--- config.mk ---
export PLATFORM = sky130hd
export DESIGN_NAME = length_prefixed_string_to_utf8_core
export DESIGN_NICKNAME = d
export VERILOG_FILES = /design/src/sv/lpsu8_pkg.sv /design/src/sv/lpsu8_front.sv /design/src/sv/lpsu8_queue.sv /design/src/sv/lpsu8_back.sv /design/src/sv/length_prefixed_string_to_utf8_core.sv
export VERILOG_INCLUDE_DIRS = /design/src /design/src/sv
export SDC_FILE = /design/constraint.sdc
export NUM_CORES = 2
export LEC_CHECK = 0
export ABC_AREA = 0
export BUFFER_PORTS_ARGS = -buffer_cell sky130_fd_sc_hd__buf_2
export CELL_PAD_IN_SITES_DETAIL_PLACEMENT = 1
export CELL_PAD_IN_SITES_GLOBAL_PLACEMENT = 2
export CORE_UTILIZATION = 45
export CTS_BUF_LIST = sky130_fd_sc_hd__clkbuf_16
export CTS_CLUSTER_DIAMETER = 200
export DETAILED_ROUTE_END_ITERATION = 6
export PLACE_DENSITY_LB_ADDON = 0.25
export SLEW_MARGIN = 20
export SYNTH_ARGS = -nofsm -noshare
export SYNTH_HDL_FRONTEND = slang
export SYNTH_SLANG_ARGS = --single-unit
export TNS_END_PERCENT = 1
--- constraint.sdc ---
create_clock -name clk -period 43 [get_ports clk]
set_clock_uncertainty 0.15 [all_clocks]
set_input_delay 4.3 -clock clk [delete_from_list [all_inputs] [get_ports clk]]
set_output_delay 4.3 -clock clk [all_outputs]
set_load 0.02 [all_outputs]
--- src/sv/length_prefixed_string_to_utf8_core_assert.svh ---
// ---------------------------------------------------------------------------
// length_prefixed_string_to_utf8_core_assert
// assertion macros shared by the string decoder, clocked on clk, off in reset
// ---------------------------------------------------------------------------
`ifndef LENGTH_PREFIXED_STRING_TO_UTF8_CORE_ASSERT_SVH
`define LENGTH_PREFIXED_STRING_TO_UTF8_CORE_ASSERT_SVH

// condition holds at every edge
`define LPSU8_ASSERT_ALWAYS(label, cond, msg) \
  label: assert property (@(posedge clk) disable iff (!rst_n) (cond)) else $error(msg);

// consequent holds in the same cycle as the antecedent
`define LPSU8_ASSERT_IMPLY(label, ante, cons, msg) \
  label: assert property (@(posedge clk) disable iff (!rst_n) (ante) |-> (cons)) \
    else $error(msg);

`endif

--- src/sv/lpsu8_pkg.sv ---
// ---------------------------------------------------------------------------
// lpsu8_pkg
// types and constants of the tagged string to utf-8 decoder
// ---------------------------------------------------------------------------
`default_nettype none

package lpsu8_pkg;

  typedef struct packed {
    logic [7:0] in_byte;
    logic       field_start;
    logic       buffer_end;
  } in_item_t;

  typedef struct packed {
    logic [7:0]  out_byte;
    logic        byte_valid;
    logic        last;
    logic        status;
    logic [15:0] consumed_length;
  } out_item_t;

  typedef enum logic [1:0] {
    PH_IDLE,
    PH_SHORT,
    PH_LHDR,
    PH_LBODY
  } phase_t;

  localparam int CAP_W    = 13;
  localparam int CP_W     = 21;
  localparam int LEN_W    = 16;
  localparam int PUSH_MAX = 3;
  localparam int QDEPTH   = 8;
  localparam int QAW      = 3;
  localparam int QCW      = 4;

  localparam logic [CAP_W-1:0] CAP_RESET = 13'd256;

  localparam logic [7:0] FLAG_EMPTY     = 8'h00;
  localparam logic [7:0] FLAG_EMPTY_ALT = 8'h40;
  localparam int         FLAG_WIDE_BIT  = 4;
  localparam int         FLAG_LE_BIT    = 7;

  localparam logic [LEN_W-1:0] LONG_OVERHEAD = 16'd4;

  localparam logic [15:0] SURR_HI_FIRST = 16'hD800;
  localparam logic [15:0] SURR_HI_LAST  = 16'hDBFF;
  localparam logic [15:0] SURR_LO_FIRST = 16'hDC00;
  localparam logic [15:0] SURR_LO_LAST  = 16'hDFFF;
  localparam logic [15:0] UNIT_BACKSLASH = 16'h005C;
  localparam logic [15:0] UNIT_SLASH     = 16'h002F;

  localparam logic [CP_W-1:0] SUPP_BASE = 21'h10000;
  localparam logic [CP_W-1:0] CP_MAX1   = 21'h00007F;
  localparam logic [CP_W-1:0] CP_MAX2   = 21'h0007FF;
  localparam logic [CP_W-1:0] CP_MAX3   = 21'h00FFFF;

  localparam logic [7:0] UTF8_LEAD2 = 8'hC0;
  localparam logic [7:0] UTF8_LEAD3 = 8'hE0;
  localparam logic [7:0] UTF8_LEAD4 = 8'hF0;
  localparam logic [7:0] UTF8_CONT  = 8'h80;

  // one queued command: a code point to encode or a field close
  typedef struct packed {
    logic             is_close;
    logic [CP_W-1:0]  cp;
    logic [1:0]       len_m1;
    logic             status;
    logic [LEN_W-1:0] cons;
  } cmd_t;

  typedef struct packed {
    logic [1:0]                n;
    cmd_t [PUSH_MAX-1:0]       cmd;
  } q_push_t;

  typedef struct packed {
    logic valid;
    cmd_t cmd;
  } q_head_t;

endpackage

`default_nettype wire

--- src/sv/lpsu8_front.sv ---
// ---------------------------------------------------------------------------
// lpsu8_front
// field parser: takes one source byte per cycle while the queue has room
// and pushes up to three commands (code points or closes) into the command queue
// ---------------------------------------------------------------------------
`default_nettype none

module lpsu8_front (
  input  wire logic                     clk,
  input  wire logic                     rst_n,
  input  wire logic                     cfg_we,
  input  wire logic [12:0]              cfg_wdata,
  input  wire logic                     in_valid,
  output logic                          in_stall,
  input  wire lpsu8_pkg::in_item_t      in_data,
  input  wire logic                     q_room,
  output lpsu8_pkg::q_push_t            q_push
);

  lpsu8_pkg::phase_t phase_r, phase_nxt;
  logic [12:0] cap_r;
  logic [7:0]  flag_r, flag_nxt;
  logic [15:0] decl_r, decl_nxt;
  logic [15:0] seen_r, seen_nxt;
  logic [12:0] cnt_r, cnt_nxt;
  logic [7:0]  low_r, low_nxt;
  logic [15:0] hs_r, hs_nxt;
  logic        hp_r, hp_nxt;
  logic        stop_r, stop_nxt;
  logic        acc;
  logic        tail_close;
  logic [12:0] cap_e;

  function automatic logic [2:0] cp_len(input logic [20:0] cp);
    logic [2:0] l;
    if (cp <= lpsu8_pkg::CP_MAX1) l = 3'd1;
    else if (cp <= lpsu8_pkg::CP_MAX2) l = 3'd2;
    else if (cp <= lpsu8_pkg::CP_MAX3) l = 3'd3;
    else l = 3'd4;
    return l;
  endfunction

  assign acc      = in_valid && q_room;
  assign in_stall = !q_room;
  assign cap_e    = (cap_r == '0) ? 13'd1 : cap_r;

  // datapath and command generation
  always_comb begin
    lpsu8_pkg::cmd_t [2:0] cmd_v;
    logic [1:0]  n;
    logic [7:0]  b;
    logic [15:0] u;
    logic [20:0] cpv;
    logic [2:0]  ln;
    logic [13:0] sum;
    logic        go;
    flag_nxt   = flag_r;
    decl_nxt   = decl_r;
    seen_nxt   = seen_r;
    cnt_nxt    = cnt_r;
    low_nxt    = low_r;
    hs_nxt     = hs_r;
    hp_nxt     = hp_r;
    stop_nxt   = stop_r;
    cmd_v      = '0;
    n          = '0;
    b          = in_data.in_byte;
    u          = '0;
    cpv        = '0;
    ln         = '0;
    sum        = '0;
    go         = 1'b0;
    tail_close = 1'b0;
    if (acc) begin
      if (in_data.field_start) begin
        if (phase_r != lpsu8_pkg::PH_IDLE) begin
          cmd_v[n] = '{is_close: 1'b1, cp: '0, len_m1: '0, status: 1'b1,
                       cons: (phase_r == lpsu8_pkg::PH_LHDR || decl_r == '0) ? 16'd1 : decl_r};
          n = n + 2'd1;
        end
        flag_nxt = b;
        seen_nxt = '0;
        cnt_nxt  = '0;
        low_nxt  = '0;
        hs_nxt   = '0;
        hp_nxt   = 1'b0;
        stop_nxt = 1'b0;
        decl_nxt = '0;
        if (b == lpsu8_pkg::FLAG_EMPTY || b == lpsu8_pkg::FLAG_EMPTY_ALT) begin
          cmd_v[n] = '{is_close: 1'b1, cp: '0, len_m1: '0, status: 1'b0, cons: 16'd1};
          n = n + 2'd1;
          tail_close = 1'b1;
        end else if (b[0]) begin
          decl_nxt = {9'd0, b[7:1]};
          if (b[7:2] == '0) begin
            cmd_v[n] = '{is_close: 1'b1, cp: '0, len_m1: '0, status: 1'b0, cons: 16'd1};
            n = n + 2'd1;
            tail_close = 1'b1;
          end else if (in_data.buffer_end) begin
            cmd_v[n] = '{is_close: 1'b1, cp: '0, len_m1: '0, status: 1'b1, cons: decl_nxt};
            n = n + 2'd1;
            tail_close = 1'b1;
          end
        end else if (in_data.buffer_end) begin
          cmd_v[n] = '{is_close: 1'b1, cp: '0, len_m1: '0, status: 1'b1, cons: 16'd1};
          n = n + 2'd1;
          tail_close = 1'b1;
        end
      end else begin
        case (phase_r)
          lpsu8_pkg::PH_SHORT: begin
            seen_nxt = seen_r + 16'd1;
            if (!stop_nxt) begin
              if (b == '0 || ({1'b0, cnt_nxt} + 14'd1) >= {1'b0, cap_e}) begin
                stop_nxt = 1'b1;
              end else begin
                cmd_v[n] = '{is_close: 1'b0, cp: {13'd0, b}, len_m1: '0, status: 1'b0,
                             cons: '0};
                n = n + 2'd1;
                cnt_nxt = cnt_nxt + 13'd1;
              end
            end
            if (seen_nxt == decl_r - 16'd1) begin
              cmd_v[n] = '{is_close: 1'b1, cp: '0, len_m1: '0, status: 1'b0, cons: decl_r};
              n = n + 2'd1;
              tail_close = 1'b1;
            end else if (in_data.buffer_end) begin
              cmd_v[n] = '{is_close: 1'b1, cp: '0, len_m1: '0, status: 1'b1, cons: decl_r};
              n = n + 2'd1;
              tail_close = 1'b1;
            end
          end
          lpsu8_pkg::PH_LHDR: begin
            seen_nxt = seen_r + 16'd1;
            if (seen_r == 16'd0 || seen_r == 16'd1) begin
              if (seen_r == 16'd0) decl_nxt = {8'd0, b};
              else decl_nxt = {b, decl_r[7:0]};
              if (in_data.buffer_end) begin
                cmd_v[n] = '{is_close: 1'b1, cp: '0, len_m1: '0, status: 1'b1, cons: 16'd1};
                n = n + 2'd1;
                tail_close = 1'b1;
              end
            end else if (decl_r <= lpsu8_pkg::LONG_OVERHEAD) begin
              cmd_v[n] = '{is_close: 1'b1, cp: '0, len_m1: '0, status: 1'b0,
                           cons: (decl_r == '0) ? 16'd1 : decl_r};
              n = n + 2'd1;
              tail_close = 1'b1;
            end else begin
              seen_nxt = '0;
              if (in_data.buffer_end) begin
                cmd_v[n] = '{is_close: 1'b1, cp: '0, len_m1: '0, status: 1'b1, cons: decl_r};
                n = n + 2'd1;
                tail_close = 1'b1;
              end
            end
          end
          lpsu8_pkg::PH_LBODY: begin
            seen_nxt = seen_r + 16'd1;
            if (flag_r[lpsu8_pkg::FLAG_WIDE_BIT]) begin
              if (seen_nxt[0]) begin
                low_nxt = b;
              end else begin
                u = flag_r[lpsu8_pkg::FLAG_LE_BIT] ? {b, low_r} : {low_r, b};
                if (!stop_nxt) begin
                  go = 1'b1;
                  if (hp_nxt) begin
                    hp_nxt = 1'b0;
                    if (u >= lpsu8_pkg::SURR_LO_FIRST && u <= lpsu8_pkg::SURR_LO_LAST) begin
                      cpv = lpsu8_pkg::SUPP_BASE + {1'b0, hs_nxt[9:0], u[9:0]};
                      go  = 1'b0;
                    end else begin
                      cpv = {5'd0, hs_nxt};
                    end
                    ln  = cp_len(cpv);
                    sum = {1'b0, cnt_nxt} + {11'd0, ln};
                    if (sum >= {1'b0, cap_e}) begin
                      stop_nxt = 1'b1;
                    end else begin
                      cmd_v[n] = '{is_close: 1'b0, cp: cpv, len_m1: 2'(ln - 3'd1),
                                   status: 1'b0, cons: '0};
                      n = n + 2'd1;
                      cnt_nxt = sum[12:0];
                    end
                    if (stop_nxt) go = 1'b0;
                  end
                  if (go) begin
                    if (u == '0) begin
                      stop_nxt = 1'b1;
                    end else if (u >= lpsu8_pkg::SURR_HI_FIRST &&
                                 u <= lpsu8_pkg::SURR_HI_LAST) begin
                      hp_nxt = 1'b1;
                      hs_nxt = u;
                    end else begin
                      cpv = {5'd0, (u == lpsu8_pkg::UNIT_BACKSLASH) ? lpsu8_pkg::UNIT_SLASH : u};
                      ln  = cp_len(cpv);
                      sum = {1'b0, cnt_nxt} + {11'd0, ln};
                      if (sum >= {1'b0, cap_e}) begin
                        stop_nxt = 1'b1;
                      end else begin
                        cmd_v[n] = '{is_close: 1'b0, cp: cpv, len_m1: 2'(ln - 3'd1),
                                     status: 1'b0, cons: '0};
                        n = n + 2'd1;
                        cnt_nxt = sum[12:0];
                      end
                    end
                  end
                end
              end
            end else if (!stop_nxt) begin
              if (b == '0 || ({1'b0, cnt_nxt} + 14'd1) >= {1'b0, cap_e}) begin
                stop_nxt = 1'b1;
              end else begin
                cmd_v[n] = '{is_close: 1'b0, cp: {13'd0, b}, len_m1: '0, status: 1'b0,
                             cons: '0};
                n = n + 2'd1;
                cnt_nxt = cnt_nxt + 13'd1;
              end
            end
            if (seen_nxt == decl_r - lpsu8_pkg::LONG_OVERHEAD) begin
              // unpaired high surrogate at the end of the data
              if (flag_r[lpsu8_pkg::FLAG_WIDE_BIT] && hp_nxt && !stop_nxt) begin
                hp_nxt = 1'b0;
                cpv = {5'd0, hs_nxt};
                ln  = cp_len(cpv);
                sum = {1'b0, cnt_nxt} + {11'd0, ln};
                if (sum >= {1'b0, cap_e}) begin
                  stop_nxt = 1'b1;
                end else begin
                  cmd_v[n] = '{is_close: 1'b0, cp: cpv, len_m1: 2'(ln - 3'd1),
                               status: 1'b0, cons: '0};
                  n = n + 2'd1;
                  cnt_nxt = sum[12:0];
                end
              end
              cmd_v[n] = '{is_close: 1'b1, cp: '0, len_m1: '0, status: 1'b0, cons: decl_r};
              n = n + 2'd1;
              tail_close = 1'b1;
            end else if (in_data.buffer_end) begin
              cmd_v[n] = '{is_close: 1'b1, cp: '0, len_m1: '0, status: 1'b1, cons: decl_r};
              n = n + 2'd1;
              tail_close = 1'b1;
            end
          end
          default: begin
          end
        endcase
      end
      if (tail_close) begin
        hp_nxt  = 1'b0;
        hs_nxt  = '0;
        low_nxt = '0;
      end
    end
    q_push.n   = n;
    q_push.cmd = cmd_v;
  end

  // next phase
  always_comb begin
    phase_nxt = phase_r;
    if (acc) begin
      if (tail_close) begin
        phase_nxt = lpsu8_pkg::PH_IDLE;
      end else if (in_data.field_start) begin
        phase_nxt = in_data.in_byte[0] ? lpsu8_pkg::PH_SHORT : lpsu8_pkg::PH_LHDR;
      end else if (phase_r == lpsu8_pkg::PH_LHDR && seen_r == 16'd2) begin
        phase_nxt = lpsu8_pkg::PH_LBODY;
      end
    end
  end

  always_ff @(posedge clk) begin
    if (!rst_n) begin
      phase_r <= lpsu8_pkg::PH_IDLE;
      cap_r   <= lpsu8_pkg::CAP_RESET;
      flag_r  <= '0;
      decl_r  <= '0;
      seen_r  <= '0;
      cnt_r   <= '0;
      low_r   <= '0;
      hs_r    <= '0;
      hp_r    <= 1'b0;
      stop_r  <= 1'b0;
    end else begin
      phase_r <= phase_nxt;
      if (cfg_we) cap_r <= cfg_wdata;
      flag_r  <= flag_nxt;
      decl_r  <= decl_nxt;
      seen_r  <= seen_nxt;
      cnt_r   <= cnt_nxt;
      low_r   <= low_nxt;
      hs_r    <= hs_nxt;
      hp_r    <= hp_nxt;
      stop_r  <= stop_nxt;
    end
  end

endmodule

`default_nettype wire

--- src/sv/lpsu8_queue.sv ---
// ---------------------------------------------------------------------------
// lpsu8_queue
// command queue between parser and encoder, up to three writes per cycle
// ---------------------------------------------------------------------------
`default_nettype none

module lpsu8_queue (
  input  wire logic                   clk,
  input  wire logic                   rst_n,
  input  wire lpsu8_pkg::q_push_t     q_push,
  input  wire logic                   q_pop,
  output logic                        q_room,
  output lpsu8_pkg::q_head_t          q_head
);

  lpsu8_pkg::cmd_t             mem_r [lpsu8_pkg::QDEPTH];
  logic [lpsu8_pkg::QAW-1:0]   wr_r, wr_nxt;
  logic [lpsu8_pkg::QAW-1:0]   rd_r, rd_nxt;
  logic [lpsu8_pkg::QCW-1:0]   cnt_r, cnt_nxt;

  always_comb begin
    wr_nxt  = wr_r + lpsu8_pkg::QAW'(q_push.n);
    rd_nxt  = rd_r + lpsu8_pkg::QAW'(q_pop);
    cnt_nxt = cnt_r + lpsu8_pkg::QCW'(q_push.n) - lpsu8_pkg::QCW'(q_pop);
  end

  assign q_room       = cnt_r <= lpsu8_pkg::QCW'(lpsu8_pkg::QDEPTH - lpsu8_pkg::PUSH_MAX);
  assign q_head.valid = cnt_r != '0;
  assign q_head.cmd   = mem_r[rd_r];

  always_ff @(posedge clk) begin
    for (int i = 0; i < lpsu8_pkg::PUSH_MAX; i++) begin
      if (2'(i) < q_push.n) mem_r[wr_r + lpsu8_pkg::QAW'(i)] <= q_push.cmd[i];
    end
  end

  always_ff @(posedge clk) begin
    if (!rst_n) begin
      wr_r  <= '0;
      rd_r  <= '0;
      cnt_r <= '0;
    end else begin
      wr_r  <= wr_nxt;
      rd_r  <= rd_nxt;
      cnt_r <= cnt_nxt;
    end
  end

endmodule

`default_nettype wire

--- src/sv/lpsu8_back.sv ---
// ---------------------------------------------------------------------------
// lpsu8_back
// utf-8 encoder: expands each queued command into result transfers,
// one per cycle while out_stall is low, through a registered output stage
// ---------------------------------------------------------------------------
`default_nettype none

module lpsu8_back (
  input  wire logic                   clk,
  input  wire logic                   rst_n,
  input  wire lpsu8_pkg::q_head_t     q_head,
  output logic                        q_pop,
  output logic                        out_valid,
  input  wire logic                   out_stall,
  output lpsu8_pkg::out_item_t        out_data
);

  logic [1:0]              idx_r, idx_nxt;
  logic                    out_valid_r, out_valid_nxt;
  lpsu8_pkg::out_item_t    out_data_r, out_data_nxt;
  logic                    load;
  logic [7:0]              enc;

  always_comb begin
    logic [20:0] cp;
    cp  = q_head.cmd.cp;
    enc = '0;
    case (q_head.cmd.len_m1)
      2'd0: enc = cp[7:0];
      2'd1: begin
        case (idx_r)
          2'd0:    enc = lpsu8_pkg::UTF8_LEAD2 | {3'd0, cp[10:6]};
          default: enc = lpsu8_pkg::UTF8_CONT | {2'd0, cp[5:0]};
        endcase
      end
      2'd2: begin
        case (idx_r)
          2'd0:    enc = lpsu8_pkg::UTF8_LEAD3 | {4'd0, cp[15:12]};
          2'd1:    enc = lpsu8_pkg::UTF8_CONT | {2'd0, cp[11:6]};
          default: enc = lpsu8_pkg::UTF8_CONT | {2'd0, cp[5:0]};
        endcase
      end
      default: begin
        case (idx_r)
          2'd0:    enc = lpsu8_pkg::UTF8_LEAD4 | {5'd0, cp[20:18]};
          2'd1:    enc = lpsu8_pkg::UTF8_CONT | {2'd0, cp[17:12]};
          2'd2:    enc = lpsu8_pkg::UTF8_CONT | {2'd0, cp[11:6]};
          default: enc = lpsu8_pkg::UTF8_CONT | {2'd0, cp[5:0]};
        endcase
      end
    endcase
  end

  always_comb begin
    load          = !out_valid_r || !out_stall;
    q_pop         = 1'b0;
    idx_nxt       = idx_r;
    out_valid_nxt = out_valid_r;
    out_data_nxt  = out_data_r;
    if (load) begin
      out_valid_nxt = q_head.valid;
      if (q_head.valid) begin
        if (q_head.cmd.is_close) begin
          out_data_nxt = '{out_byte: '0, byte_valid: 1'b0, last: 1'b1,
                           status: q_head.cmd.status, consumed_length: q_head.cmd.cons};
        end else begin
          out_data_nxt = '{out_byte: enc, byte_valid: 1'b1, last: 1'b0,
                           status: 1'b0, consumed_length: '0};
        end
        if (q_head.cmd.is_close || idx_r == q_head.cmd.len_m1) begin
          q_pop   = 1'b1;
          idx_nxt = '0;
        end else begin
          idx_nxt = idx_r + 2'd1;
        end
      end
    end
  end

  assign out_valid = out_valid_r;
  assign out_data  = out_data_r;

  always_ff @(posedge clk) begin
    out_data_r <= out_data_nxt;
  end

  always_ff @(posedge clk) begin
    if (!rst_n) begin
      idx_r       <= '0;
      out_valid_r <= 1'b0;
    end else begin
      idx_r       <= idx_nxt;
      out_valid_r <= out_valid_nxt;
    end
  end

endmodule

`default_nettype wire

--- src/sv/length_prefixed_string_to_utf8_core.sv ---
// ---------------------------------------------------------------------------
// length_prefixed_string_to_utf8_core
// decodes tagged string fields (short ascii, long ascii or utf-16) to utf-8
// ---------------------------------------------------------------------------
// The parser takes one source byte per cycle whenever the command queue
// (eight entries) has room for three more commands; a byte yields up to three
// commands (code points and field closes). The encoder drains the queue and
// sends one result transfer per cycle while out_stall is low, so a byte that
// causes several results lets the parser run ahead of the encoder until the
// queue is short of room, and the sustained rate is set by the encoder's
// output port. A result passes through the queue memory and then the encoder's
// output register after the byte that causes it.
// output_capacity is written through cfg_we/cfg_wdata and resets to 256.
`default_nettype none

`include "length_prefixed_string_to_utf8_core_assert.svh"

module length_prefixed_string_to_utf8_core (
  input  wire logic                   clk,
  input  wire logic                   rst_n,
  input  wire logic                   cfg_we,
  input  wire logic [12:0]            cfg_wdata,
  input  wire logic                   in_valid,
  output logic                        in_stall,
  input  wire lpsu8_pkg::in_item_t    in_data,
  output logic                        out_valid,
  input  wire logic                   out_stall,
  output lpsu8_pkg::out_item_t        out_data
);

  lpsu8_pkg::q_push_t q_push;
  lpsu8_pkg::q_head_t q_head;
  logic               q_room;
  logic               q_pop;

  lpsu8_front u_front (
    .clk       (clk),
    .rst_n     (rst_n),
    .cfg_we    (cfg_we),
    .cfg_wdata (cfg_wdata),
    .in_valid  (in_valid),
    .in_stall  (in_stall),
    .in_data   (in_data),
    .q_room    (q_room),
    .q_push    (q_push)
  );

  lpsu8_queue u_queue (
    .clk    (clk),
    .rst_n  (rst_n),
    .q_push (q_push),
    .q_pop  (q_pop),
    .q_room (q_room),
    .q_head (q_head)
  );

  lpsu8_back u_back (
    .clk       (clk),
    .rst_n     (rst_n),
    .q_head    (q_head),
    .q_pop     (q_pop),
    .out_valid (out_valid),
    .out_stall (out_stall),
    .out_data  (out_data)
  );

  `LPSU8_ASSERT_IMPLY(a_push_only_on_transfer, q_push.n != 2'd0, in_valid && !in_stall, "commands pushed without an input transfer")
  `LPSU8_ASSERT_ALWAYS(a_no_pop_when_empty, !(q_pop && !q_head.valid), "encoder popped an empty queue")
  `LPSU8_ASSERT_IMPLY(a_close_has_length, out_valid && out_data.last, !out_data.byte_valid && out_data.consumed_length != 16'd0, "close item malformed")

endmodule

`default_nettype wire
==> results.rst, run 1 <==
.. list-table::
   :header-rows: 1

   * - Metric
     - Value
   * - Total Power
     - ~0.0014 W
   * - Post-CTS setup-driven buffer insertion count
     - 0
   * - Most instantiated library cell after synthesis
     - sky130_fd_sc_hd__nor2_1
   * - Crit start category
     - primary input
   * - Part of the Yosys area used for sequential elements
     - roughly two fifths
   * - Met2 wire length
     - around 61 mm
   * - Clock tree from TritonCTS
     - done
   * - Tmin final
     - about 21 ns
   * - Startpoint-to-endpoint class of the critical path
     - primary input to flop
   * - Post-synthesis cell count
     - 3378
   * - Pins Over Slew Limit
     - 0
   * - Core Region
     - 70100 um^2
   * - Flip-flop cell with the highest count after synthesis
     - sky130_fd_sc_hd__edfxtp_1
   * - Area of the mapped netlist
     - ~32000 um^2
   * - Max rail drop VDD
     - 0.0310 mV
   * - DIE HEIGHT
     - approximately 270 um
   * - Share of Yosys cell area claimed by the top area cell type
     - between 30 and 40%
   * - FILL cells
     - 7970
   * - Sequential cell area in the final layout
     - between 10000 and 15000 um^2
   * - Synthesized flop and latch total
     - ~460
   * - Endpoint kind of the worst setup timing path
     - flop
   * - Full die area
     - approximately 72000 um^2
   * - Cell mode on critical path
     - sky130_fd_sc_hd__nand2_1
   * - Most area-hungry cell type in the Yosys netlist
     - sky130_fd_sc_hd__edfxtp_1
   * - Maximum operating frequency
     - 0.0471 GHz
   * - Dpl cell area
     - between 30000 and 40000 um^2
   * - Detailed-route wire length
     - around 130 mm
   * - Tightest slew margin relative to the limit
     - between 10% and 20%
   * - Final core utilization
     - 49.9%
   * - Global-route wire length before repair
     - 194 mm
   * - Met1 Routed Length
     - between 50 and 60 mm
   * - Vias in the first global route
     - slightly below 30000
   * - Uppermost layer routed
     - met5
   * - Residual antenna-violating net count after detailed routing
     - 0
   * - Worst endpoint required time
     - ~43 ns
   * - DR iter-0 viols
     - 3116
   * - DR vias/cell
     - 6.72
   * - Worst Setup Slack, final
     - between 20 and 25 ns
   * - WP data arrival
     - between 20 and 25 ns
   * - Final Hold Vio Count
     - 0
   * - Transition time of the tightest slew-check pin
     - 1.22 ns
   * - Final Wtd Congestion
     - just under 1
   * - Final routed DRC violation total
     - 0
   * - Number of antenna violations at the first check in global routing
     - 3
   * - Largest net degree at the start of global routing
     - between 90 and 100
   * - Main area contributors after synthesis
     - sky130_fd_sc_hd__edfxtp_1 33%, sky130_fd_sc_hd__dfxtp_1 6.3%, sky130_fd_sc_hd__mux2i_1 5.9%, sky130_fd_sc_hd__mux4_2 5.8%, sky130_fd_sc_hd__nor2_1 4.7%
   * - Non-Filler Cell Area, Final
     - about 35000 um^2
   * - GR Util All Layers
     - a little over a third
   * - Num Clock Sinks
     - between 400 and 500
   * - Syn. warnings
     - 0
   * - CP Buf/Inv Count
     - 10
   * - Number of cells on the worst reg-to-reg path
     - 67
   * - Share of cells above drive strength 1
     - 12.5%
   * - Sum of overflow across all layers after global routing
     - 0
   * - Layout Area Growth over Synthesis
     - 9.44%
   * - Worst-Skew Late Latency
     - between 0.6 and 0.7 ns
   * - Total of max-cap violations
     - 0
   * - Cells resized by post-CTS repair
     - 0
   * - CTS clk-pin slew, worst paths
     - about 0.060 ns
   * - Final sum of negative setup slack
     - 0 ns
   * - I/O Buffers
     - between 50 and 60
   * - Count of endpoints failing setup in the final report
     - 0
   * - Hold bufs inserted after CTS
     - 0
   * - Mean instance size in the synthesized netlist
     - around 9.5 um^2
   * - Area of the multi-input gates
     - approximately 18000 um^2
   * - Via count
     - 28959
   * - Cell types with the highest counts after synthesis
     - 398 x sky130_fd_sc_hd__nor2_1, 355 x sky130_fd_sc_hd__edfxtp_1, 306 x sky130_fd_sc_hd__nand2_1
   * - Worst Hold Class
     - flop to flop
   * - Chip Width
     - 269 um
   * - Worst hold path cell count
     - 2
   * - TritonRoute pass-1 iters
     - 6
   * - Async set-or-reset flop fraction in the synthesized netlist
     - 0%
   * - Placement-stage worst setup slack
     - between 20 and 25 ns
   * - Number of library cell types mapped by synthesis
     - 99
   * - Routed wl met3
     - roughly 11 mm
   * - Delay contributed by the slowest stage of the critical path
     - about 0.63 ns
   * - Biggest fanout along the worst timing path
     - 30
   * - Top Ports
     - between 50 and 60
   * - Number of buffers on the longest clock path
     - 3
   * - Max stage delay cell, worst path
     - sky130_fd_sc_hd__nand3_1
   * - Number of nets in the layout
     - 3461
   * - Num CTS Buffers
     - 53
   * - Leak Pwr
     - between 10 and 15 nW
   * - Levels on crit path
     - slightly below 70
   * - HPWL after DPL
     - around 95 mm
   * - Library cell used as clock root buffer
     - sky130_fd_sc_hd__clkbuf_16
   * - Result of the run
     - finished, final reports clean
   * - Starting density of the core
     - a little under half
   * - Power per cell area
     - slightly below 40 nW/um^2
   * - H-Tree Depth
     - 2
   * - Routed WL per cell
     - between 30 and 40 um
   * - Count of flip-flops with a built-in enable after synthesis
     - roughly 360
   * - Unrepaired setup endpoints after global routing
     - no
   * - Nets in the synthesized netlist
     - ~3500
   * - Cell family with the largest share of critical-path delay
     - simple AND/OR/NAND/NOR gates
   * - FP Rows
     - 97
   * - Final worst path period share
     - between 40% and 50%
-- cell usage in the layout, fill, tap and decap left out, types with 98 or more instances in the layout --
cell | Yosys | layout
sky130_fd_sc_hd__dfxtp_1 | 101 | 98
sky130_fd_sc_hd__nand2_1 | 306 | 305
sky130_fd_sc_hd__ha_1 | 100 | 100
sky130_fd_sc_hd__a21oi_1 | 210 | 209
sky130_fd_sc_hd__nor2_1 | 398 | 395
sky130_fd_sc_hd__o21ai_0 | 152 | 147
sky130_fd_sc_hd__edfxtp_1 | 355 | 355
sky130_fd_sc_hd__nand3_1 | 113 | 113
sky130_fd_sc_hd__nor2b_1 | 101 | 101
sky130_fd_sc_hd__mux2i_1 | 189 | 188
-- final cells by class --
class	count	area share, %
Clock buffer	53	3.79
Tap cell	940	3.36
Multi-Input combinational cell	2593	51.8
Antenna cell	1	0.00715
Clock inverter	45	1.25
Inverter	84	0.901
Sequential cell	456	36.3
Timing Repair Buffer	140	2.60
-- final timing paths --
path / from / end / slack, ns
setup reg to reg: u_front.flag_r[7]$_SDFFE_PN0P_ / u_queue.mem_r[4][4]$_DFFE_PP_ / 25.17
hold / removal: u_back.out_valid$_SDFFE_PN0P_ / u_back.out_valid$_SDFFE_PN0P_ / 0.37
hold reg to reg: u_back.out_valid$_SDFFE_PN0P_ / u_back.out_valid$_SDFFE_PN0P_ / 0.37
setup / recovery: in_data[7] / u_queue.mem_r[4][4]$_DFFE_PP_ / 21.79
-- report_power, final --
part,internal (W),switching (W)
Combinational,0.000140,0.000231
Sequential,0.000513,0.0000250
Clock,0.000263,0.000207
-- worst register-to-register path, delay by kind of cell (launching register included) --
kind,cells,cell delay (ns)
adders and majority gates,9,2.79
and+or+nand+nor,22,6.02
xor gates and xnor gates,3,0.60
DFF,1,0.30
muxes,1,0.15
AOI/OAI and AO/OA,23,5.14
buffers and inverters,9,2.29
-- state kept, by name (all words and copies together), names as in the netlist --
name / count
u_queue.mem_r: 328
u_back.out_data: 27
u_front.decl_r: 16
u_front.hs_r: 16
u_front.seen_r: 16
u_front.cap_r: 13
u_front.cnt_r: 13
u_front.low_r: 8
u_queue.cnt_r: 4
u_queue.rd_r: 3
u_queue.wr_r: 3
u_back.idx_r: 2
u_front.flag_r: 2
u_front.phase_r: 2
u_back.out_valid: 1
u_front.hp_r: 1
u_front.stop_r: 1
-- cells by family after synthesis --
logic type                 count (synthesis)  share of synthesized area (%)
muxes                                    293                           12.5
xor gates and xnor gates                 122                           3.47
AOI/OAI and AO/OA                        812                           16.8
buffers and inverters                    329                           4.16
DFF                                      456                           39.7
and+or+nand+nor                         1260                           19.1
adders and majority gates                106                           4.26
-- metrics by stage --
step | cells | hold WS (ns)
after global routing | 4311 | 0.395
after floorplan | 3378 | 0.317
final | 4312 | 0.365
after detailed placement | 4212 | 0.358
after CTS | 4310 | 0.373
after global placement | 4212 | 0.346
-- per-layer routing --
metal,track usage (%),up-vias
li1,-,12407
met5,0,-
met3,5.58,346
met4,16.9,2
met2,58.5,1562
met1,47.8,14642
Power figures use the tool's default switching activity.
==> run 2: changes to the inputs <==
--- a/config.mk
+++ b/config.mk
@@ -10,7 +10,7 @@
 export BUFFER_PORTS_ARGS = -buffer_cell sky130_fd_sc_hd__buf_2
 export CELL_PAD_IN_SITES_DETAIL_PLACEMENT = 1
 export CELL_PAD_IN_SITES_GLOBAL_PLACEMENT = 2
-export CORE_UTILIZATION = 45
+export CORE_UTILIZATION = 42
 export CTS_BUF_LIST = sky130_fd_sc_hd__clkbuf_16
 export CTS_CLUSTER_DIAMETER = 200
 export DETAILED_ROUTE_END_ITERATION = 6
==> constraint.sdc (replaced) <==
create_clock -name clk -period 19.6 [get_ports clk]
set_clock_uncertainty 0.15 [all_clocks]
set_input_delay 1.96 -clock clk [delete_from_list [all_inputs] [get_ports clk]]
set_output_delay 1.96 -clock clk [all_outputs]
set_load 0.02 [all_outputs]
==> results.rst, run 2 (synthesis gave the netlist of run 1 again) <==
.. list-table::
   :header-rows: 1

   * - Metric
     - Value
   * - Switching Fraction
     - between 30% and 40%
   * - Clock tree from TritonCTS
     - done
   * - FILL cells
     - 8320
   * - Biggest register
     - u_queue.mem_r
   * - Sequential Power Share
     - a little under two fifths
   * - Final sum of negative setup slack
     - 0 ns
   * - Num CTS Buffers
     - 54
   * - Total of max-cap violations
     - 0
   * - Core Region
     - roughly 75000 um^2
   * - Final routed DRC violation total
     - 0
   * - Maximum operating frequency
     - approximately 0.055 GHz
   * - Tightest slew margin relative to the limit
     - a little over an eighth
   * - Total Power
     - roughly 0.0031 W
   * - Full die area
     - slightly below 80000 um^2
   * - CTS clk-pin slew, worst paths
     - roughly 0.060 ns
   * - Residual antenna-violating net count after detailed routing
     - 0
   * - Endpoint kind of the worst setup timing path
     - flop
   * - Clock group share of total power
     - 35.4%
   * - Hold bufs inserted after CTS
     - 0
   * - TritonRoute pass-1 iters
     - 5
   * - GR Util All Layers
     - about a third
   * - Final Wtd Congestion
     - 0.945
   * - Via count
     - ~29000
   * - Number of cells in the design after placement
     - about 4200
   * - Vias in the first global route
     - slightly below 30000
   * - Most used cells in the layout excluding fill and tap cells
     - 395 x sky130_fd_sc_hd__nor2_1, 355 x sky130_fd_sc_hd__edfxtp_1, 305 x sky130_fd_sc_hd__nand2_1
   * - Num Clock Sinks
     - roughly 460
   * - Global-route wire length before repair
     - 196 mm
   * - Worst hold path cell count
     - 2
   * - I/O Buffers
     - 56
   * - Share of cells above drive strength 1
     - ~13%
   * - Cells resized by post-CTS repair
     - 0
   * - Starting density of the core
     - 42.7%
   * - Transition time of the tightest slew-check pin
     - ~1.3 ns
   * - Post-CTS setup-driven buffer insertion count
     - 0
   * - Leak Pwr
     - 13.2 nW
   * - Tmin final
     - about 18 ns
   * - Number of flip-flops under the largest register name
     - approximately 330
   * - Net load switching power
     - roughly 0.001 W
   * - Inserted Diodes
     - 0
   * - Max stage delay cell, worst path
     - sky130_fd_sc_hd__a211oi_2
   * - Startpoint-to-endpoint class of the critical path
     - primary input to flop
   * - Top Ports
     - 57
   * - H-Tree Depth
     - 2
   * - Reg2reg start
     - u_front.flag_r[7]$_SDFFE_PN0P_
   * - Pins Over Slew Limit
     - 0
   * - Result of the run
     - finished, final reports clean
   * - FP Rows
     - 100
   * - Count of endpoints failing setup in the final report
     - 0
   * - HPWL after DPL
     - between 90 and 100 mm
   * - Final hold slack
     - between 0.3 and 0.4 ns
   * - Detailed-route wire length
     - approximately 130 mm
   * - Library cell used as clock root buffer
     - sky130_fd_sc_hd__clkbuf_16
   * - Power per cell area
     - 87.9 nW/um^2
   * - Number of antenna violations at the first check in global routing
     - 2
   * - Worst Hold Class
     - flop to flop
   * - WP data arrival
     - between 15 and 20 ns
   * - Number of cells on the worst reg-to-reg path
     - between 60 and 70
   * - DR vias/cell
     - 6.58
   * - DIE HEIGHT
     - around 280 um
   * - Unrepaired setup endpoints after global routing
     - no
   * - Final worst path period share
     - between 90% and 100%
   * - Crit Reg-Reg Endpoint
     - u_queue.mem_r[1][30]$_DFFE_PP_
   * - Worst endpoint required time
     - just under 20 ns
   * - Total internal power
     - ~0.0021 W
   * - Number of buffers on the longest clock path
     - 3
   * - Cell mode on critical path
     - sky130_fd_sc_hd__nand2_1
   * - Sum of overflow across all layers after global routing
     - 0
   * - Hold worst-path end
     - u_back.out_valid$_SDFFE_PN0P_
   * - Worst setup slack for register-to-register paths
     - 1.81 ns
   * - Hold_sp
     - u_back.out_valid$_SDFFE_PN0P_
   * - Crit start category
     - primary input
   * - Routed WL per cell
     - between 30 and 40 um
   * - Final std cells w/o fill
     - between 4000 and 5000
   * - Max rail drop VDD
     - roughly 0.08 mV
   * - Worst-Skew Late Latency
     - between 0.6 and 0.7 ns
   * - Largest net degree at the start of global routing
     - 85
   * - Number of nets in the layout
     - approximately 3500
   * - Most common cell after layout, fill and taps aside
     - sky130_fd_sc_hd__nor2_1
   * - Delay contributed by the slowest stage of the critical path
     - 0.64 ns
   * - Biggest fanout along the worst timing path
     - 24
   * - DR iter-0 viols
     - 2655
   * - Final Hold Vio Count
     - 0
   * - Chip Width
     - 278 um
   * - Layout Area Growth over Synthesis
     - 10.1%
   * - Gate power share
     - 26.5%
==> run 2: power by group through the flow <==
stage | logic (W) | clock network [W] | registers, W
CTS | 0.000818 | 0.00111 | 0.00118
global placement | 0.000793 | 0 | 0.00119
detailed placement | 0.000811 | 0 | 0.00120
floorplan | 0.000520 | 0 | 0.00120
finish | 0.000820 | 0.00109 | 0.00118
global route | 0.000877 | 0.00114 | 0.00119
==> run 2: worst max-delay path by stage <==
stage          startpoint                        endpoint
2_1_floorplan  in_data[5]   u_queue.mem_r[2][0]$_DFFE_PP_
3_3_place_gp   in_data[8]  u_queue.mem_r[4][15]$_DFFE_PP_
3_5_place_dp   in_data[8]   u_queue.mem_r[4][9]$_DFFE_PP_
4_1_cts        in_data[8]  u_queue.mem_r[4][32]$_DFFE_PP_
5_1_grt        in_data[8]  u_queue.mem_r[4][11]$_DFFE_PP_
6_report       in_data[8]  u_queue.mem_r[1][30]$_DFFE_PP_
==> run 2: layout make-up <==
cell class | count | area [um^2] | share of cell area [%]
Multi-Input combinational cell | 2593 | 18200 | 51.7
Sequential cell | 456 | 12700 | 36.0
Clock buffer | 54 | 1350 | 3.84
Tap cell | 969 | 1210 | 3.44
Timing Repair Buffer | 135 | 897 | 2.55
Clock inverter | 48 | 542 | 1.54
Inverter | 84 | 315 | 0.896
==> run 2: metal layers <==
layer	GRT usage, %	part of all wire (%)
met2	54.9	46
met4	14.0	4.4
met5	0	0
met3	4.14	6.9
met1	45.5	42
==> run 2: metrics by stage <==
stage / setup slack [ns] / instance area, um^2 / util [%]
2_1_floorplan: 1.42 / 32000 / -
4_1_cts: 0.995 / 35200 / 47.0
5_1_grt: 0.0500 / 35200 / 47.1
3_5_place_dp: 0.399 / 33300 / 44.5
6_report: 1.30 / 35200 / 47.1
3_3_place_gp: 1.15 / 33200 / 44.4
==> run 2: critical path: cells and delay by family <==
kind | cells | cell delay (ns)
buffers and inverters | 7 | 1.71
adder cells (fa/ha/maj) | 9 | 3.07
XOR/XNOR | 3 | 0.61
AND/OR/NAND/NOR | 31 | 7.05
multiplexers | 1 | 0.14
AO/OA/AOI/OAI | 15 | 3.86
